[src/rtl/jfd_pkg.sv]
// Shared types, constants and helper functions of the joystick frame decoder.
// Used by the front end, the back end and the top level; depends on nothing.
package jfd_pkg;

   // Frame geometry defaults and storage sizes.
   localparam int FRAME_LEN_DEF  = 31;
   localparam int DATA_START_DEF = 5;
   localparam int STORE_DEPTH    = 64;
   localparam int STORE_AW       = 6;
   localparam int RAM_AW         = STORE_AW + 1;
   localparam int DESC_DEPTH     = 2;
   localparam int RESULT_DEPTH   = 4;

   // Byte counter saturates so that over-long chunks stay too long.
   localparam int                 COUNT_W       = 7;
   localparam logic [COUNT_W-1:0] COUNT_MAX     = 7'd127;
   localparam int                 CRC_LAG_BYTES = 3;
   localparam logic [15:0]        CRC_POLY      = 16'h1021;

   localparam int CSR_DATA_W = 15;

   typedef enum logic [2:0] {
      STAT_OK        = 3'd0,
      STAT_SHORT     = 3'd1,
      STAT_BAD_START = 3'd2,
      STAT_BAD_END   = 3'd3,
      STAT_BAD_CRC   = 3'd4,
      STAT_LONG      = 3'd5
   } frame_status_type;

   typedef enum logic [1:0] {
      CSR_START_CHAR = 2'd0,
      CSR_END_CHAR   = 2'd1,
      CSR_BIG_DZ     = 2'd2,
      CSR_SMALL_DZ   = 2'd3
   } csr_index_type;

   typedef enum logic [3:0] {
      FLD_AXIS0    = 4'd0,
      FLD_AXIS1    = 4'd1,
      FLD_AXIS2    = 4'd2,
      FLD_AXIS3    = 4'd3,
      FLD_AXIS4    = 4'd4,
      FLD_AXIS5    = 4'd5,
      FLD_AXIS6    = 4'd6,
      FLD_POT0     = 4'd7,
      FLD_POT1     = 4'd8,
      FLD_ROTARY_B = 4'd9,
      FLD_ROTARY_A = 4'd10,
      FLD_ENC0     = 4'd11,
      FLD_ENC1     = 4'd12,
      FLD_BUTTON   = 4'd13,
      FLD_TOGGLES  = 4'd14,
      FLD_BUTTONS  = 4'd15
   } field_id_type;

   typedef enum logic [2:0] {
      B_IDLE,
      B_ERROR,
      B_FIRST,
      B_HIGH,
      B_EMIT
   } back_state_type;

   // One finished chunk handed from the front end to the back end.
   typedef struct packed {
      frame_status_type status;
      logic             bank;
   } desc_type;

   // One result transaction.
   typedef struct packed {
      frame_status_type   status;
      field_id_type       field_id;
      logic signed [16:0] value;
      logic               last;
   } result_type;

   // Back end hands a store bank back to the front end.
   typedef struct packed {
      logic valid;
      logic bank;
   } release_type;

   // One byte of CRC-16/XMODEM, MSB first.
   function automatic logic [15:0] crc_byte(input logic [15:0] crc, input logic [7:0] b);
      logic [15:0] c;
      c = crc ^ {b, 8'h00};
      for (int k = 0; k < 8; k++) begin
         c = c[15] ? ({c[14:0], 1'b0} ^ CRC_POLY) : {c[14:0], 1'b0};
      end
      return c;
   endfunction

   // Offset of a field's low byte from the start of the payload.
   function automatic logic [4:0] field_offset(input field_id_type f);
      logic [4:0] off;
      case (f)
         FLD_ROTARY_B, FLD_ROTARY_A: off = 5'd18;
         FLD_ENC0:                   off = 5'd19;
         FLD_ENC1:                   off = 5'd20;
         FLD_BUTTON, FLD_TOGGLES:    off = 5'd21;
         FLD_BUTTONS:                off = 5'd22;
         default:                    off = {f[3:0], 1'b0};
      endcase
      return off;
   endfunction

   // Axes and pots are two bytes wide; all other fields use one byte.
   function automatic logic field_wide(input field_id_type f);
      return (f <= FLD_POT1);
   endfunction

endpackage

[src/rtl/jfd_ram.sv]
// Generic single-write, single-read RAM with a registered read port.
// Holds the received frame bytes; no dependencies.
module jfd_ram #(
   parameter int WIDTH = 8,
   parameter int DEPTH = 128
) (
   input  logic                     clock,
   input  logic                     wr_en,
   input  logic [$clog2(DEPTH)-1:0] wr_addr,
   input  logic [WIDTH-1:0]         wr_data,
   input  logic                     rd_en,
   input  logic [$clog2(DEPTH)-1:0] rd_addr,
   output logic [WIDTH-1:0]         rd_data
);

   logic [WIDTH-1:0] mem_ff [DEPTH];
   logic [WIDTH-1:0] rd_data_ff;

   // Write port.
   always_ff @(posedge clock) begin
      if (wr_en) begin
         mem_ff[wr_addr] <= wr_data;
      end
   end

   // Read port; data holds while no read is issued.
   always_ff @(posedge clock) begin
      if (rd_en) begin
         rd_data_ff <= mem_ff[rd_addr];
      end
   end

   assign rd_data = rd_data_ff;

endmodule

[src/rtl/jfd_fifo.sv]
// Small register-based first-in first-out queue of generic width.
// Used for chunk descriptors and for results; no dependencies.
module jfd_fifo #(
   parameter int WIDTH = 8,
   parameter int DEPTH = 2
) (
   input  logic             clock,
   input  logic             reset,
   input  logic             push,
   input  logic [WIDTH-1:0] din,
   output logic             full,
   input  logic             pop,
   output logic [WIDTH-1:0] dout,
   output logic             empty
);

   localparam int PW = (DEPTH > 1) ? $clog2(DEPTH) : 1;
   localparam int CW = $clog2(DEPTH + 1);

   logic [WIDTH-1:0] mem_ff [DEPTH];
   logic [PW-1:0]    wr_ptr_ff, wr_ptr_in;
   logic [PW-1:0]    rd_ptr_ff, rd_ptr_in;
   logic [CW-1:0]    count_ff, count_in;
   logic             do_push, do_pop;

   assign full    = (count_ff == CW'(DEPTH));
   assign empty   = (count_ff == '0);
   assign do_push = push & ~full;
   assign do_pop  = pop & ~empty;
   assign dout    = mem_ff[rd_ptr_ff];

   // Pointer and occupancy updates.
   always_comb begin
      wr_ptr_in = wr_ptr_ff;
      rd_ptr_in = rd_ptr_ff;
      count_in  = count_ff;
      if (do_push) begin
         wr_ptr_in = (wr_ptr_ff == PW'(DEPTH - 1)) ? '0 : wr_ptr_ff + 1'b1;
      end
      if (do_pop) begin
         rd_ptr_in = (rd_ptr_ff == PW'(DEPTH - 1)) ? '0 : rd_ptr_ff + 1'b1;
      end
      if (do_push && !do_pop) begin
         count_in = count_ff + 1'b1;
      end else if (do_pop && !do_push) begin
         count_in = count_ff - 1'b1;
      end
   end

   always_ff @(posedge clock) begin
      if (reset) begin
         wr_ptr_ff <= '0;
         rd_ptr_ff <= '0;
         count_ff  <= '0;
      end else begin
         wr_ptr_ff <= wr_ptr_in;
         rd_ptr_ff <= rd_ptr_in;
         count_ff  <= count_in;
      end
   end

   // Entry storage.
   always_ff @(posedge clock) begin
      if (do_push) begin
         mem_ff[wr_ptr_ff] <= din;
      end
   end

endmodule

[src/rtl/jfd_front.sv]
// Front end: accepts bytes, runs the CRC, writes the frame store and
// classifies each chunk. Depends on jfd_pkg.
module jfd_front
   import jfd_pkg::*;
#(
   parameter int FRAME_LEN = FRAME_LEN_DEF
) (
   input  logic              clock,
   input  logic              reset,
   input  logic              push,
   output logic              full,
   input  logic [7:0]        data_byte,
   input  logic              chunk_end,
   input  logic [7:0]        start_char,
   input  logic [7:0]        end_char,
   output logic              desc_push,
   output desc_type          desc,
   input  logic              desc_full,
   input  release_type       bank_release,
   output logic              wr_en,
   output logic [RAM_AW-1:0] wr_addr,
   output logic [7:0]        wr_data
);

   logic [COUNT_W-1:0] count_ff, count_in;
   logic [15:0]        crc_ff, crc_in;
   logic [23:0]        lag_ff, lag_in;
   logic [7:0]         first_ff;
   logic               wr_bank_ff, wr_bank_in;
   logic [1:0]         busy_ff, busy_in;
   logic               accept;
   logic [15:0]        crc_step;
   logic [COUNT_W-1:0] count_inc;
   frame_status_type   status;

   // A byte is taken only while the bank it would land in is free.
   assign full   = busy_ff[wr_bank_ff] | desc_full;
   assign accept = push & ~full;

   // The CRC trails the input by three bytes.
   always_comb begin
      crc_step  = (count_ff >= COUNT_W'(CRC_LAG_BYTES)) ? crc_byte(crc_ff, lag_ff[23:16])
                                                         : crc_ff;
      count_inc = (count_ff == COUNT_MAX) ? count_ff : count_ff + 1'b1;
   end

   // Chunk checks in priority order: length, start, end, CRC.
   always_comb begin
      if (count_inc < COUNT_W'(FRAME_LEN)) begin
         status = STAT_SHORT;
      end else if (count_inc > COUNT_W'(FRAME_LEN)) begin
         status = STAT_LONG;
      end else if (first_ff != start_char) begin
         status = STAT_BAD_START;
      end else if (data_byte != end_char) begin
         status = STAT_BAD_END;
      end else if ({crc_step[7:0], crc_step[15:8]} != lag_ff[15:0]) begin
         status = STAT_BAD_CRC;
      end else begin
         status = STAT_OK;
      end
   end

   // Frame store write and descriptor hand-off.
   always_comb begin
      wr_en       = accept && (count_ff < COUNT_W'(FRAME_LEN));
      wr_addr     = {wr_bank_ff, count_ff[STORE_AW-1:0]};
      wr_data     = data_byte;
      desc_push   = accept & chunk_end;
      desc.status = status;
      desc.bank   = wr_bank_ff;
   end

   // Per-chunk state and bank ownership.
   always_comb begin
      count_in   = count_ff;
      crc_in     = crc_ff;
      lag_in     = lag_ff;
      wr_bank_in = wr_bank_ff;
      busy_in    = busy_ff;
      if (accept) begin
         if (chunk_end) begin
            count_in = '0;
            crc_in   = '0;
            lag_in   = '0;
         end else begin
            count_in = count_inc;
            crc_in   = crc_step;
            lag_in   = {lag_ff[15:0], data_byte};
         end
      end
      if (bank_release.valid) begin
         busy_in[bank_release.bank] = 1'b0;
      end
      if (desc_push && status == STAT_OK) begin
         busy_in[wr_bank_ff] = 1'b1;
         wr_bank_in          = ~wr_bank_ff;
      end
   end

   always_ff @(posedge clock) begin
      if (reset) begin
         count_ff   <= '0;
         crc_ff     <= '0;
         lag_ff     <= '0;
         wr_bank_ff <= 1'b0;
         busy_ff    <= '0;
      end else begin
         count_ff   <= count_in;
         crc_ff     <= crc_in;
         lag_ff     <= lag_in;
         wr_bank_ff <= wr_bank_in;
         busy_ff    <= busy_in;
      end
   end

   // The first byte of the chunk is kept for the start check.
   always_ff @(posedge clock) begin
      if (accept && count_ff == '0) begin
         first_ff <= data_byte;
      end
   end

   // A chunk end always leaves clean per-chunk state.
   assert property (@(posedge clock) disable iff (reset)
      (accept && chunk_end) |=> (count_ff == '0 && crc_ff == '0 && lag_ff == '0))
      else $error("per-chunk state not cleared after chunk end");

   // Only a bank that was handed out can come back.
   assert property (@(posedge clock) disable iff (reset)
      bank_release.valid |-> busy_ff[bank_release.bank])
      else $error("release of a bank that is not busy");

endmodule

[src/rtl/jfd_back.sv]
// Back end: takes chunk descriptors, reads the stored frame and emits the
// status result or the sixteen decoded fields. Depends on jfd_pkg.
module jfd_back
   import jfd_pkg::*;
#(
   parameter int DATA_START = DATA_START_DEF
) (
   input  logic                  clock,
   input  logic                  reset,
   input  logic                  desc_empty,
   output logic                  desc_pop,
   input  desc_type              desc,
   input  logic [CSR_DATA_W-1:0] big_dz,
   input  logic [CSR_DATA_W-1:0] small_dz,
   output logic                  rd_en,
   output logic [RAM_AW-1:0]     rd_addr,
   input  logic [7:0]            rd_data,
   output logic                  out_push,
   input  logic                  out_full,
   output result_type            result,
   output release_type           bank_release
);

   back_state_type     state_ff, state_in;
   field_id_type       field_ff, field_in;
   field_id_type       field_next;
   field_id_type       rd_field;
   logic               rd_hi;
   logic               bank_ff, bank_in;
   frame_status_type   status_ff, status_in;
   logic [7:0]         lo_ff, lo_in;
   logic               last_field;
   logic [CSR_DATA_W-1:0] dz;
   logic signed [17:0] v, d, v_adj;
   logic signed [16:0] value;

   assign field_next = field_id_type'(field_ff + 4'd1);
   assign last_field = (field_ff == FLD_BUTTONS);

   // Next state.
   always_comb begin
      state_in = state_ff;
      case (state_ff)
         B_IDLE: begin
            if (!desc_empty) begin
               state_in = (desc.status == STAT_OK) ? B_FIRST : B_ERROR;
            end
         end
         B_ERROR: begin
            if (!out_full) begin
               state_in = B_IDLE;
            end
         end
         B_FIRST: begin
            state_in = B_HIGH;
         end
         B_HIGH: begin
            state_in = B_EMIT;
         end
         B_EMIT: begin
            if (!out_full) begin
               if (last_field) begin
                  state_in = B_IDLE;
               end else if (field_wide(field_next)) begin
                  state_in = B_HIGH;
               end else begin
                  state_in = B_EMIT;
               end
            end
         end
         default: begin
            state_in = B_IDLE;
         end
      endcase
   end

   // Decode of the current field from the bytes read.
   always_comb begin
      dz    = (field_ff <= FLD_AXIS2) ? big_dz : small_dz;
      v     = {{2{rd_data[7]}}, rd_data, lo_ff};
      d     = {3'b000, dz};
      v_adj = '0;
      if (v >= d) begin
         v_adj = v - d;
      end else if (v <= -d) begin
         v_adj = v + d;
      end
      case (field_ff)
         FLD_AXIS0, FLD_AXIS1, FLD_AXIS2, FLD_AXIS3,
         FLD_AXIS4, FLD_AXIS5, FLD_AXIS6: value = v_adj[16:0];
         FLD_POT0, FLD_POT1:              value = {1'b0, rd_data, lo_ff};
         FLD_ROTARY_B:                    value = {13'd0, rd_data[7:4]};
         FLD_ROTARY_A:                    value = {13'd0, rd_data[3:0]};
         FLD_ENC0, FLD_ENC1:              value = {{9{rd_data[7]}}, rd_data};
         FLD_BUTTON:                      value = {16'd0, rd_data[6]};
         FLD_TOGGLES:                     value = {12'd0, rd_data[4:0]};
         FLD_BUTTONS:                     value = {11'd0, rd_data[5:0]};
         default:                         value = '0;
      endcase
   end

   // Outputs: descriptor pop, store reads, result push and bank release.
   always_comb begin
      desc_pop           = 1'b0;
      rd_en              = 1'b0;
      rd_field           = field_ff;
      rd_hi              = 1'b0;
      out_push           = 1'b0;
      result.status      = STAT_OK;
      result.field_id    = field_ff;
      result.value       = value;
      result.last        = last_field;
      bank_release.valid = 1'b0;
      bank_release.bank  = bank_ff;
      case (state_ff)
         B_IDLE: begin
            desc_pop = !desc_empty;
         end
         B_ERROR: begin
            out_push        = !out_full;
            result.status   = status_ff;
            result.field_id = FLD_AXIS0;
            result.value    = '0;
            result.last     = 1'b1;
         end
         B_FIRST: begin
            rd_en = 1'b1;
         end
         B_HIGH: begin
            rd_en = 1'b1;
            rd_hi = 1'b1;
         end
         B_EMIT: begin
            out_push           = !out_full;
            rd_en              = !out_full && !last_field;
            rd_field           = field_next;
            bank_release.valid = !out_full && last_field;
         end
         default: begin
            desc_pop = 1'b0;
         end
      endcase
      rd_addr = {bank_ff, STORE_AW'(DATA_START) + STORE_AW'(field_offset(rd_field))
                          + STORE_AW'(rd_hi)};
   end

   // Field counter, bank, status and low byte holding.
   always_comb begin
      field_in  = field_ff;
      bank_in   = bank_ff;
      status_in = status_ff;
      lo_in     = lo_ff;
      if (state_ff == B_IDLE && !desc_empty) begin
         field_in  = FLD_AXIS0;
         bank_in   = desc.bank;
         status_in = desc.status;
      end
      if (state_ff == B_HIGH) begin
         lo_in = rd_data;
      end
      if (state_ff == B_EMIT && !out_full && !last_field) begin
         field_in = field_next;
      end
   end

   always_ff @(posedge clock) begin
      if (reset) begin
         state_ff <= B_IDLE;
         field_ff <= FLD_AXIS0;
      end else begin
         state_ff <= state_in;
         field_ff <= field_in;
      end
   end

   always_ff @(posedge clock) begin
      bank_ff   <= bank_in;
      status_ff <= status_in;
      lo_ff     <= lo_in;
   end

   // The final result of a chunk returns the sequencer to idle.
   assert property (@(posedge clock) disable iff (reset)
      (out_push && result.last) |=> (state_ff == B_IDLE))
      else $error("sequencer did not return to idle after last result");

   // After a field is emitted mid-frame the next field is being read.
   assert property (@(posedge clock) disable iff (reset)
      (state_ff == B_EMIT && out_push && !last_field)
      |=> (state_ff == B_HIGH || state_ff == B_EMIT))
      else $error("sequencer left the frame before its last field");

endmodule

[src/rtl/joystick_frame_decoder_core.sv]
// Joystick frame decoder top level: configuration registers, frame store,
// front end, descriptor queue, back end and result queue. Depends on jfd_pkg.
// Throughput: one byte per cycle while the back end keeps up. A good frame drains faster
// than it arrives, using two alternating store banks; each rejected chunk passes the back
// end through its idle and error states, so one-byte chunks are paced by the back end.
// A status result passes the descriptor queue, the back end's idle and error states and
// the result queue; a first field passes the idle, first, high and emit states instead.
// Reset is synchronous; frame store contents stay undefined, no clearing pass.
module joystick_frame_decoder_core
   import jfd_pkg::*;
#(
   parameter int FRAME_LEN  = FRAME_LEN_DEF,
   parameter int DATA_START = DATA_START_DEF
) (
   input  logic                  clock,
   input  logic                  reset,
   input  logic                  push,
   output logic                  full,
   input  logic [7:0]            req_data_byte,
   input  logic                  req_chunk_end,
   output logic                  empty,
   input  logic                  pop,
   output logic [2:0]            rsp_frame_status,
   output logic [3:0]            rsp_field_id,
   output logic signed [16:0]    rsp_field_value,
   output logic                  rsp_last_of_frame,
   input  logic                  csr_valid,
   output logic                  csr_ready,
   input  logic [1:0]            csr_index,
   input  logic [CSR_DATA_W-1:0] csr_wdata
);

   logic [7:0]            start_char_ff, end_char_ff;
   logic [CSR_DATA_W-1:0] big_dz_ff, small_dz_ff;

   logic                  desc_push, desc_full, desc_pop, desc_empty;
   desc_type              desc_wr, desc_rd;
   logic [$bits(desc_type)-1:0] desc_bits;
   release_type           bank_release;
   logic                  wr_en, rd_en;
   logic [RAM_AW-1:0]     wr_addr, rd_addr;
   logic [7:0]            wr_data, rd_data;
   logic                  out_push, out_full;
   result_type            result_wr, result_rd;
   logic [$bits(result_type)-1:0] result_bits;

   // Configuration transactions are always taken.
   assign csr_ready = 1'b1;

   always_ff @(posedge clock) begin
      if (reset) begin
         start_char_ff <= '0;
         end_char_ff   <= '0;
         big_dz_ff     <= '0;
         small_dz_ff   <= '0;
      end else if (csr_valid) begin
         case (csr_index_type'(csr_index))
            CSR_START_CHAR: start_char_ff <= csr_wdata[7:0];
            CSR_END_CHAR:   end_char_ff   <= csr_wdata[7:0];
            CSR_BIG_DZ:     big_dz_ff     <= csr_wdata;
            CSR_SMALL_DZ:   small_dz_ff   <= csr_wdata;
            default:        start_char_ff <= start_char_ff;
         endcase
      end
   end

   // Frame store: two banks so one frame can decode while the next arrives.
   jfd_ram #(
      .WIDTH (8),
      .DEPTH (2 * STORE_DEPTH)
   ) u_store (
      .clock   (clock),
      .wr_en   (wr_en),
      .wr_addr (wr_addr),
      .wr_data (wr_data),
      .rd_en   (rd_en),
      .rd_addr (rd_addr),
      .rd_data (rd_data)
   );

   jfd_front #(
      .FRAME_LEN (FRAME_LEN)
   ) u_front (
      .clock        (clock),
      .reset        (reset),
      .push         (push),
      .full         (full),
      .data_byte    (req_data_byte),
      .chunk_end    (req_chunk_end),
      .start_char   (start_char_ff),
      .end_char     (end_char_ff),
      .desc_push    (desc_push),
      .desc         (desc_wr),
      .desc_full    (desc_full),
      .bank_release (bank_release),
      .wr_en        (wr_en),
      .wr_addr      (wr_addr),
      .wr_data      (wr_data)
   );

   // Queue of classified chunks between front and back.
   jfd_fifo #(
      .WIDTH ($bits(desc_type)),
      .DEPTH (DESC_DEPTH)
   ) u_desc_q (
      .clock (clock),
      .reset (reset),
      .push  (desc_push),
      .din   (desc_wr),
      .full  (desc_full),
      .pop   (desc_pop),
      .dout  (desc_bits),
      .empty (desc_empty)
   );

   assign desc_rd = desc_type'(desc_bits);

   jfd_back #(
      .DATA_START (DATA_START)
   ) u_back (
      .clock        (clock),
      .reset        (reset),
      .desc_empty   (desc_empty),
      .desc_pop     (desc_pop),
      .desc         (desc_rd),
      .big_dz       (big_dz_ff),
      .small_dz     (small_dz_ff),
      .rd_en        (rd_en),
      .rd_addr      (rd_addr),
      .rd_data      (rd_data),
      .out_push     (out_push),
      .out_full     (out_full),
      .result       (result_wr),
      .bank_release (bank_release)
   );

   // Result queue facing the consumer.
   jfd_fifo #(
      .WIDTH ($bits(result_type)),
      .DEPTH (RESULT_DEPTH)
   ) u_result_q (
      .clock (clock),
      .reset (reset),
      .push  (out_push),
      .din   (result_wr),
      .full  (out_full),
      .pop   (pop),
      .dout  (result_bits),
      .empty (empty)
   );

   assign result_rd         = result_type'(result_bits);
   assign rsp_frame_status  = result_rd.status;
   assign rsp_field_id      = result_rd.field_id;
   assign rsp_field_value   = result_rd.value;
   assign rsp_last_of_frame = result_rd.last;

endmodule

[config.mk]
export PLATFORM = sky130hd
export DESIGN_NAME = joystick_frame_decoder_core
export DESIGN_NICKNAME = d
export VERILOG_FILES = /design/src/rtl/jfd_pkg.sv /design/src/rtl/jfd_ram.sv /design/src/rtl/jfd_fifo.sv /design/src/rtl/jfd_front.sv /design/src/rtl/jfd_back.sv /design/src/rtl/joystick_frame_decoder_core.sv
export SDC_FILE = /design/constraint.sdc
export NUM_CORES = 1
export LEC_CHECK = 0
export BUFFER_PORTS_ARGS = -buffer_cell sky130_fd_sc_hd__buf_2
export CAP_MARGIN = 25
export CELL_PAD_IN_SITES_DETAIL_PLACEMENT = 0
export CELL_PAD_IN_SITES_GLOBAL_PLACEMENT = 2
export CORE_MARGIN = 10
export CORE_UTILIZATION = 49
export DETAILED_ROUTE_END_ITERATION = 6
export PLACE_DENSITY_LB_ADDON = 0.1
export SLEW_MARGIN = 20
export SYNTH_ARGS = -nofsm -noshare
export SYNTH_HDL_FRONTEND = slang
export SYNTH_HIERARCHICAL = 1
export SYNTH_SLANG_ARGS = --single-unit
[constraint.sdc]
create_clock -name clock -period 6.01 [get_ports clock]
set_input_delay 0 -clock clock [delete_from_list [all_inputs] [get_ports clock]]
set_output_delay 0 -clock clock [all_outputs]
set_load 0.01 [all_outputs]
== Word level (Yosys, flattened, before mapping) ==
Memory sizes are Yosys's and may differ from the RTL's. A register that Yosys moved wholly into a read port is not among the register bits.
Cells that the tools add are included.

* Register bits: 134
* Bits in latches: 0
* Memory bits (writable): 1132
* Bits in read-only memories: 0
* Word-level logic and storage cells: 225
* Memories kept: 3

* Add/sub/neg operators: 15
* $mul: 0
* Div/mod/pow operators: 0
* Order comparisons: 12
* Equal/unequal tests: 40
* Shift operators: 0
* Multiplexer cells: 65
* Bitwise operators: 25
* Reductions and logical operators: 44

{| class="wikitable"
|+ Memory list
! name !! words !! bits a word !! read ports !! clocked after Yosys merged registers in !! wr ports !! line !! source
|-
| u_store.mem_ff || 128 || 8 || 1 || 1 || 1 || jfd_ram.sv:16 || <nowiki>logic [WIDTH-1:0] mem_ff [DEPTH];</nowiki>
|-
| u_result_q.mem_ff || 4 || 25 || 1 || 1 || 1 || jfd_fifo.sv:20 || <nowiki>logic [WIDTH-1:0] mem_ff [DEPTH];</nowiki>
|-
| u_desc_q.mem_ff || 2 || 4 || 1 || 1 || 1 || jfd_fifo.sv:20 ||
|}

{| class="wikitable"
|+ Operator list
! operator !! count
|-
| $pmux W17 S8 || 1
|-
| $mux W13 || 8
|-
| $eq A4 B4 Y1 const B || 15
|-
| $mux W3 || 12
|-
| $mux W17 || 2
|-
| $mux W16 || 2
|-
| $mux W25 || 1
|-
| $pmux W5 S5 || 1
|-
| $mux W24 || 1
|-
| $not A3 Y3 || 8
|-
| $le A16 B18 Y1 || 1
|-
| $mux W1 || 18
|-
| $mux W2 || 9
|-
| $neg A15 Y18 || 1
|-
| $add A16 B16 Y17 || 1
|-
| $sub A16 B16 Y17 || 1
|-
| $eq A4 B3 Y1 const B || 4
|-
| $ge A16 B16 Y1 || 1
|-
| $ne A16 B16 Y1 || 1
|-
| $ne A8 B8 Y1 || 2
|-
| $xor A16 B16 Y16 || 1
|-
| $mux W15 || 1
|-
| $pmux W3 S5 || 1
|-
| $logic_and A1 B1 Y1 || 14
|-
| 45 further kinds || 94
|}

== Depth between registers and ports, before layout ==
Gate-level depths: netlist (run 1).

* Word-level depth: 27
* Mapped depth: 22
* Mapped depth without buffers: 19

== Cells and area by module ==
The synthesis (run 1) kept the hierarchy.

{| class="wikitable"
|+ Modules (own cells, without submodules)
! module !! times used !! cells each !! area each (µm²)
|-
| jfd_ram || 1 || 1635 || 39745.6
|-
| jfd_fifo at u_result_q || 1 || 181 || 4097.7
|-
| jfd_back || 1 || 548 || 4078.9
|-
| jfd_front || 1 || 396 || 3527.1
|-
| joystick_frame_decoder_core || 1 || 171 || 1874.3
|-
| jfd_fifo at u_desc_q || 1 || 37 || 503.0
|}

== Worst setup path before layout (run 1) ==
OpenSTA, ideal clock, no wires.

* Path kind: flip-flop to flip-flop
* From: register u_back.state_ff[2]
* To: register u_store.rd_data_ff[0] (netlist: u_store/rd_data[0]), read port of u_store.mem_ff (data pin)
* Setup time: 260 ps
* Arrival: 4652 ps
* Setup slack: 1098 ps
* Stages on the path, launching flop included: 19
* Period minus slack after synthesis: 4912 ps
* Path through: dfxtp_1 -> clkbuf_1 -> nor2b_1 -> and2_1 -> clkbuf_1 -> nand2_1 -> xor2_1 -> xor2_1 -> o211ai_1 -> ha_1 -> inv_1 -> ha_1 -> xnor2_1 -> buf_1 -> buf_1 -> mux4_2 -> mux4_2 -> mux4_2 -> mux2_2

* Longest elaborated chain between the ends: 7
* Elaborated cells on any way between the ends: 19
* Classes of those cells: add/sub (2); eq/ne (10); mux (4); reduce/logical (3)

{| class="wikitable"
|+ RTL lines
! item !! line !! source
|-
| start, declared || jfd_back.sv:24 || <nowiki>back_state_type state_ff, state_in;</nowiki>
|-
| start signal, assigned || jfd_back.sv:171 || <nowiki>state_ff <= state_in;</nowiki>
|-
| $eq A3 B3 Y1 || jfd_back.sv:115 || <nowiki>case (state_ff)</nowiki>
|-
| $mux W4 || jfd_back.sv:115 ||
|-
| $eq A4 B4 Y1 || jfd_pkg.sv:98 || <nowiki>case (f)</nowiki>
|-
| $reduce_or A2 Y1 || jfd_pkg.sv:98 ||
|-
| $pmux W5 S5 || jfd_pkg.sv:98 ||
|-
| $add A3 B5 Y6 || jfd_back.sv:143 || <nowiki>rd_addr = {bank_ff, STORE_AW'(DATA_START) + STORE_AW'(field_offset(rd_field))</nowiki>
|-
| $add A6 B1 Y6 (*) || jfd_back.sv:144 || <nowiki>+ STORE_AW'(rd_hi)};</nowiki>
|-
| via rd_addr[2] || joystick_frame_decoder_core.sv:41 || <nowiki>logic [RAM_AW-1:0] wr_addr, rd_addr;</nowiki>
|-
| end, declared || jfd_ram.sv:17 || <nowiki>logic [WIDTH-1:0] rd_data_ff;</nowiki>
|}

Mark *: on every way through the listed nets, which the timed path passes. The rest lies on a longest branch.
A chain may end at the register's enable or synchronous reset.

==> summary.md, run 1 <==
| Metric | Value |
|---|---|
| Run status | finished clean |
| Power density over cell area | around 360 nW/um2 |
| Kind of critical path | flip-flop to flip-flop |
| Flops & latches, synth | between 1k and 1.5k |
| TritonCTS clock tree | built |
| Cell types with the highest counts after synthesis | 1160 x edfxtp_1, 361 x mux4_2, 238 x nor2_1 |
| Share of power burned in combinational logic | 0.154 |
| Count of different cell masters after synthesis | 100 |
| Top-Level Pins | slightly below 60 |
| Start point of the critical path | u_back/field_ff[0] |
| Register-to-register setup slack | 470 ps |
| Most common flop cell mapped by yosys | edfxtp_1 |
| Achievable Freq | 0.1806 GHz |
| Average detailed-routed wire length per instance | 28.54 um |
| RePlAce Congestion | 0.8432 |
| Worst r2r dst | u_result_q/mem_ff[2][17] |
| Sequential area share after synthesis | 0.6907 |
| Layout overhead on the synthesized area | 13.44% |
| Family with the most delay on the worst path | compound AO/OA/AOI/OAI gates |
| Most frequently used cell type in the post-synthesis netlist | edfxtp_1 |
| DR pass1 iterations | 7 |
| Starting density of the core | 0.4938 |
| Setup TNS Final | 0 ps |
| Hold violation total from the final report | 0 |
| Cell internal power dissipation | 16360 uW |
| Cell mode on critical path | inv_1 |
| Total Die Area | 123500 um2 |
| Clock root cell | clkbuf_16 |
| RSZ-0062 raised after global routing | no |
| Max-Slew Margin vs Limit | 0.2835 |
| Netlist area before placement | roughly 54000 um2 |
| Total power | between 20000 and 25000 uW |
| Max-cap viol count | 0 |
| Final worst path period need | 5538 ps |
| Fraction of the core area covered by cells at the end of the flow | 0.5602 |
| Worst r2r path cells | 16 |
| Part of the power in registers | 0.467 |
| Async set-or-reset flop fraction in the synthesized netlist | 0 |
| Min-delay worst type | input pin to flip-flop |
| Setup Viol. Count Final | 0 |
| Syn_nets | a little over 3k |
| Static Leakage | 0.02048 uW |
| Number of synthesized flops with an enable pin | 1160 |
| Slew Viols, Final | 0 |
| Number of logic stages on the critical path including buffering | 16 |
| Clock latency at the later pin of the worst-skew pair | 750 ps |
| Slowest cell on crit path | a311oi_1 |
| Vertical extent of the die | 351.4 um |
| Hold worst-path end | u_desc_q/mem_ff[0][2] |
| Power spent charging and discharging nets | roughly 5700 uW |
| Count of input and output buffers | 57 |
| Longest individual stage delay on the worst path | 690 ps |
| Arrival time of data at the critical path endpoint | 5970 ps |
| Die Span X | about 350 um |
| Overall overflow remaining after global route | 0 |
| Post-DR vias/cell | 6.101 |
| Cell types with the largest area share after synthesis | edfxtp_1 65%, mux4_2 15%, dfxtp_1 4.4% |
| Share of total power consumed by net switching | 0.2567 |
| Maximum fanout encountered on the critical timing path | 17 |
| Required @ worst endpoint | 6440 ps |
| Leading area contributor after synthesis | edfxtp_1 |
| Reg-to-reg critical path startpoint | u_back/field_ff[0] |
| Clock edge transition at the registers on the reported setup and hold paths | 60 ps |
| Sinks on Clock Net | 1277 |
| Power share of the clock group | 0.379 |
| Tightest Pin Transition | 1075 ps |
| Warning count from the yosys run | 6 |
| Max H-tree Level | 4 |
| Kind of start point of the critical path | flip-flop |
| Post-route clock skew | 23.35 ps |
| Fraction of layout cells with a size suffix above 1 | 0.2441 |
| Number of remaining DRC errors | 0 |
| Total vias in the final route | 28.55k |
| Layout Nets | 3247 |
| Crit share post-route | 0.9215 |
| Post-CTS Repair Setup Buffers | 0 |
| Via count of the first global-routing pass | 29.21k |
| Hold_sp | req_data_byte[6] |
| Post-route ant nets | 0 |
| Number of buffers added by the clock tree synthesis step | between 100 and 150 |
| First-pass GRT wire length | 199.6 mm |
| Final HPWL from detailed placement | 84.73 mm |
| WL final | 133.5 mm |
| Yosys top cell area share | 0.6471 |
| Initial DRC count | 2803 |
| Peak VDD IR | between 200 and 250 uV |
| Number of antenna violations at the first check in global routing | 1 |
| Post-Syn Instances | between 2k and 3k |
| Global-route usage over all layers | 0.2189 |
| Largest net degree at the start of global routing | 105 |
| Worst Hold Depth | 5 |
| CP endpoint kind | flip-flop |
| List of cells traversed by the critical path | inv_1, ha_1, inv_1, a211oi_4, buf_4, mux2i_1, inv_1, fa_1, nor2b_1, o21ai_0, nand3_1, o221ai_1, o31ai_1, a221oi_1, o2111ai_1, a311oi_1 |
| Number of buffer and inverter instances along the worst setup path | 4 |
| Filler cell count | 8293 |
| Core outline area | 109000 um2 |
| Average instance area after synthesis | between 15 and 20 um2 |
| Worst hold margin | 34.03 ps |
| Maximum buffer depth of the clock tree | 3 |
| FP Rows | 121 |
==> sequential cells by signal, summed over array words and instances, names as in the netlist, 4 cells and up, named ones only <==
signal	cells
u_back/lo_ff	8
u_store/rd_data	8
u_front/lag_ff	24
u_front/count_ff	7
u_desc_q/mem_ff	8
u_result_q/mem_ff	100
u_front/crc_ff	16
big_dz_ff	15
small_dz_ff	15
start_char_ff	8
u_front/first_ff	8
end_char_ff	8
u_back/field_ff	4
u_store/mem_ff	1024
==> timing repair <==
action | 4_1_cts | 5_1_grt
hold endpoints to repair | 427 | 0
hold buffers | 40 | 0
setup endpoints to repair | 0 | 28
gates resized for setup | 0 | 3
==> cell families (layout without fill, tap and decap cells) <==
kind of cell | count (synthesis) | in the layout | share of synthesized area
mux | 446 | 446 | 0.1672
flops | 1277 | 1277 | 0.6907
buf+inv | 234 | 531 | 0.02053
compound gates | 277 | 277 | 0.03550
fa+ha+maj | 67 | 67 | 0.01599
other cells | 2 | 3 | 0.0001395
xor+xnor | 84 | 84 | 0.01629
simple gates | 581 | 581 | 0.05367
==> worst reg2reg max path, stage by stage, from the launching register on <==
cell	delay, ps
dfxtp_1	370
inv_1	140
ha_1	200
inv_1	80
a211oi_4	220
buf_4	320
mux2i_1	470
inv_1	150
fa_1	500
nor2b_1	180
o21ai_0	200
nand3_1	220
o221ai_1	520
o31ai_1	210
a221oi_1	570
o2111ai_1	190
a311oi_1	690
==> per-layer routing <==
layer / part of all wire / vias to the layer above / track usage
li1: - / 12286 / -
met1: 0.43 / 15117 / 0.3053
met2: 0.49 / 942 / 0.3557
met3: 0.060 / 204 / 0.03643
met4: 0.025 / 2 / 0.06322
met5: 0.000097 / - / 0
==> stage by stage <==
stage	instance area [um2]	instances	setup slack (ps)
3_3_place_gp	55960	4368	527.2
3_5_place_dp	56030	4374	344.9
5_1_grt	61060	4679	69.51
6_report	61060	4680	471.6
4_1_cts	60920	4671	319.7
2_1_floorplan	53830	2968	1098
==> power groups by stage <==
stage | combinational [uW] | clock (uW) | sequential, uW
floorplan | 2300 | 0 | 10300
global placement | 3280 | 0 | 10500
detailed placement | 3360 | 0 | 10500
CTS | 3390 | 8540 | 10300
global route | 3670 | 8900 | 10300
finish | 3390 | 8350 | 10300
==> layout make-up <==
class	instances	area, um2	share of cell area
well taps	1414	1769	0.02897
multi-input cells	1457	15650	0.2563
inverters	60	237.7	0.003893
clock inverters	69	694.4	0.01137
clock buffers	188	3797	0.06219
repair buffers	214	1734	0.02840
diodes	1	2.502	0.00004098
flip-flops and latches	1277	37180	0.6089
==> cells in the final DEF, fill, tap and decap left out, types with 40 or more instances in the layout <==
master	synthesis	routed
edfxtp_1	1160	1160
mux4_2	361	361
nor2_1	238	236
clkbuf_16	0	143
dfxtp_1	117	116
buf_4	35	112
a21oi_1	78	78
nand2b_1	70	70
mux2i_1	69	69
nand2_1	68	68
ha_1	64	63
inv_1	59	58
buf_2	30	49
xnor2_1	49	48
o21ai_0	43	42
nor3_1	42	41
clkbuf_1	82	40
dlygate4sd3_1	0	40
==> worst max path at each step <==
| stage | end | slack, ps |
|---|---|---|
| after floorplan | u_store/rd_data[0] | 1100 |
| after global placement | u_result_q/mem_ff[0][6] | 530 |
| after detailed placement | u_result_q/mem_ff[2][6] | 340 |
| after CTS | u_result_q/mem_ff[1][5] | 320 |
| after global routing | u_result_q/mem_ff[0][13] | 70 |
| final | u_result_q/mem_ff[2][17] | 470 |
No activity file was read; power rests on OpenSTA's default activity.
==> run 2, diff against run 1 <==
CORE_UTILIZATION = 51   (was 49)
CTS_BUF_LIST = sky130_fd_sc_hd__clkbuf_4 sky130_fd_sc_hd__clkbuf_8   (was unset)
==> summary.md, run 2 (same netlist as run 1, synthesis figures left out) <==
| Metric | Value |
|---|---|
| Run status | finished clean (unchanged) |
| Post-route clock skew | 25.04 ps (was 23.35 ps) |
| Maximum buffer depth of the clock tree | 3 (unchanged) |
| Number of remaining DRC errors | 0 (unchanged) |
| Number of flip-flops under the largest register name | 1024 (unchanged) |
| RePlAce Congestion | 0.8410 (was 0.8432) |
| Longest individual stage delay on the worst path | 560 ps (was 690 ps) |
| Starting density of the core | 0.5128 (was 0.4938) |
| Share of power burned in combinational logic | 0.161 (was 0.154) |
| Core outline area | 105000 um2 (was 109000 um2) |
| RSZ-0062 raised after global routing | no (unchanged) |
| Reg-to-reg critical path startpoint | u_back/field_ff[0] (unchanged) |
| Worst slack at placement | 477.7 ps (was 344.9 ps) |
| Max H-tree Level | 4 (unchanged) |
| Worst r2r dst | u_result_q/mem_ff[3][4] (was u_result_q/mem_ff[2][17]) |
| Clock edge transition at the registers on the reported setup and hold paths | 60 ps (about the same) |
| Achievable Freq | 0.1797 GHz (was 0.1806 GHz) |
| Layout Nets | 3327 (was 3247) |
| Tightest Pin Transition | 1106 ps (was 1075 ps) |
| Biggest regs | u_store/mem_ff x1024, u_result_q/mem_ff x100, u_front/lag_ff x24 (unchanged) |
| Global-route usage over all layers | 0.2258 (was 0.2189) |
| Most common cell after layout, fill and taps aside | edfxtp_1 (unchanged) |
| Clock latency at the later pin of the worst-skew pair | 860 ps (was 750 ps) |
| Kind of critical path | flip-flop to flip-flop (unchanged) |
| Clock root cell | clkbuf_8 (was clkbuf_16) |
| DR pass1 iterations | 5 (was 7) |
| Max-Slew Margin vs Limit | 0.2599 (was 0.2835) |
| Start point of the critical path | u_back/field_ff[0] (unchanged) |
| Setup Viol. Count Final | 0 (unchanged) |
| Family with the most delay on the worst path | simple AND/OR/NAND/NOR gates (was compound AO/OA/AOI/OAI gates) |
| Vertical extent of the die | 344.9 um (was 351.4 um) |
| List of cells traversed by the critical path | inv_1, ha_1, inv_1, a211oi_4, buf_4, mux2i_1, and4_1, and4_1, nor3b_1, nand2_1, xnor2_1, ha_1, a21oi_1, o21a_1, o2bb2ai_1, o311a_1, or2_0, nor2_4, a21oi_1, o32ai_1 (was inv_1, ha_1, inv_1, a211oi_4, buf_4, mux2i_1, inv_1, fa_1, nor2b_1, o21ai_0, nand3_1, o221ai_1, o31ai_1, a221oi_1, o2111ai_1, a311oi_1) |
| Post-CTS Repair Setup Buffers | 0 (unchanged) |
| Cell internal power dissipation | 15470 uW (was 16360 uW) |
| Slowest cell on crit path | o32ai_1 (was a311oi_1) |
| FP Rows | 119 (was 121) |
| Slew Viols, Final | 0 (unchanged) |
| Total vias in the final route | 28.82k (was 28.55k) |
| Final HPWL from detailed placement | 84.49 mm (was 84.73 mm) |
| Initial DRC count | 2514 (was 2803) |
| Sinks on Clock Net | 1277 (unchanged) |
| First-pass GRT wire length | 198.4 mm (was 199.6 mm) |
| Fraction of layout cells with a size suffix above 1 | 0.2708 (was 0.2441) |
| Filler cell count | 7899 (was 8293) |
| Static Leakage | 0.02048 uW (about the same) |
| Crit share post-route | 0.9259 (was 0.9215) |
| Min-delay worst type | input pin to flip-flop (unchanged) |
| Number of buffers added by the clock tree synthesis step | 200 (was 139) |
| Total Die Area | 118900 um2 (was 123500 um2) |
| Overall overflow remaining after global route | 0 (unchanged) |
| Number of buffer and inverter instances along the worst setup path | 3 (was 4) |
| Hold violation total from the final report | 0 (unchanged) |
| WL final | 133.1 mm (was 133.5 mm) |
| Part of the power in registers | 0.490 (was 0.467) |
| Post-DR vias/cell | 6.035 (was 6.101) |
| Average detailed-routed wire length per instance | 27.87 um (was 28.54 um) |
| Setup TNS Final | 0 ps (unchanged) |
| CP endpoint kind | flip-flop (unchanged) |
| Peak VDD IR | 196.2 uV (was 242.9 uV) |
| Max-cap viol count | 0 (unchanged) |
| Largest net degree at the start of global routing | 97 (was 105) |
| Top-Level Pins | 59 (unchanged) |
| Maximum fanout encountered on the critical timing path | 17 (unchanged) |
| Register-to-register setup slack | 450 ps (was 470 ps) |
| Area of the multi-input gates | 15640 um2 (was 15650 um2) |
| Die Span X | 344.9 um (was 351.4 um) |
| Worst r2r path cells | 20 (was 16) |
| Kind of start point of the critical path | flip-flop (unchanged) |
| Power spent charging and discharging nets | 5544 uW (was 5650 uW) |
| Arrival time of data at the critical path endpoint | 6140 ps (was 5970 ps) |
| Count of input and output buffers | 57 (unchanged) |
| Final worst path period need | 5564 ps (was 5538 ps) |
| Register cell area after layout | 37180 um2 (unchanged) |
| Via count of the first global-routing pass | 29.95k (was 29.21k) |
| Post-route ant nets | 0 (unchanged) |
| Register with the highest flop count | u_store/mem_ff (unchanged) |
| Power density over cell area | 346.1 nW/um2 (was 360.5 nW/um2) |
| TritonCTS clock tree | built (unchanged) |
| Most frequent cells in the layout | 1160 x edfxtp_1, 361 x mux4_2, 238 x nor2_1, 204 x clkbuf_8, 119 x buf_4 (was 1160 x edfxtp_1, 361 x mux4_2, 236 x nor2_1, 143 x clkbuf_16, 116 x dfxtp_1) |
| End point of the critical path | u_result_q/mem_ff[3][4] (was u_result_q/mem_ff[2][17]) |
| Number of antenna violations at the first check in global routing | 3 (was 1) |
| Required @ worst endpoint | 6590 ps (was 6440 ps) |
| Number of logic stages on the critical path including buffering | 20 (was 16) |
| Power share of the clock group | 0.349 (was 0.379) |
| Share of total power consumed by net switching | 0.2638 (was 0.2567) |
| Layout overhead on the synthesized area | 12.79% (was 13.44%) |
| Min setup slack post-route | 445.6 ps (was 471.6 ps) |
run 2: cell count changes in the layout (fill, tap and decap cells not counted), moves of 5 or more:
cell           change
buf_4              +7
clkbuf_1          -40
clkbuf_16        -143
clkbuf_4          +65
clkbuf_8         +199
clkinv_1          +21
clkinv_2           -5
dlygate4sd3_1     +15
run 2: cell type report:
cell class,instances,share of cell area
Sequential cell,1277,0.6123
Clock buffer,269,0.05428
Timing Repair Buffer,233,0.03120
Multi-Input combinational cell,1457,0.2576
Antenna cell,3,0.0001237
Tap cell,1391,0.02867
Inverter,60,0.003916
Clock inverter,86,0.01185
run 2: metrics by stage:
stage / std cells / hold WS (ps) / util / area [um2] / power [uW]
2_1_floorplan: 2968 / 69.07 / - / 53830 / 12630
3_3_place_gp: 4351 / 324.2 / 0.5331 / 55960 / 13780
3_5_place_dp: 4355 / 332.3 / 0.5335 / 56000 / 13850
4_1_cts: 4765 / 7.022 / 0.5770 / 60560 / 21230
5_1_grt: 4775 / 66.82 / 0.5784 / 60710 / 21890
6_report: 4776 / 86.49 / 0.5784 / 60710 / 21010
run 2: timing repair:
action / in CTS / in global routing
setup endpoints to repair: 0 / 8
hold endpoints to repair: 472 / 0
gates resized for setup: 0 / 2
hold buffers: 55 / 0
run 2: metal layers:
metal / part of all wire / vias up / wire length (um) / GRT usage
met5: 0.00020 / - / 27 / 0
met4: 0.022 / 4 / 2875 / 0.06395
met3: 0.061 / 181 / 8143 / 0.04420
met2: 0.51 / 963 / 67330 / 0.3783
met1: 0.41 / 15218 / 54730 / 0.3007
li1: - / 12456 / - / -
run 2: worst min path at each step:
stage             startpoint                   end  slack (ps)  cells past startpoint
6_report        csr_wdata[0]        small_dz_ff[0]          90                      4
5_1_grt        csr_wdata[11]       small_dz_ff[11]          70                      4
4_1_cts        csr_wdata[11]         big_dz_ff[11]           7                      4
3_5_place_dp   csr_wdata[10]       small_dz_ff[10]         330                      3
3_3_place_gp   csr_wdata[10]       small_dz_ff[10]         320                      3
2_1_floorplan          reset  u_desc_q/count_ff[1]          70                      1
run 2: power groups by stage:
stage	clock [uW]	sequential, uW	combinational (uW)
floorplan	0	10300	2300
global placement	0	10500	3300
detailed placement	0	10500	3360
CTS	7520	10300	3400
global route	7940	10300	3640
finish	7330	10300	3390
run 2: worst reg2reg max path, stage by stage, from the launching register on:
cell and delay [ps]:
dfxtp_1 370, inv_1 140, ha_1 200, inv_1 80, a211oi_4 220, buf_4 320, mux2i_1 350, and4_1 310
and4_1 260, nor3b_1 320, nand2_1 130, xnor2_1 150, ha_1 300, a21oi_1 180, o21a_1 140, o2bb2ai_1 80
o311a_1 370, or2_0 420, nor2_4 310, a21oi_1 100, o32ai_1 560
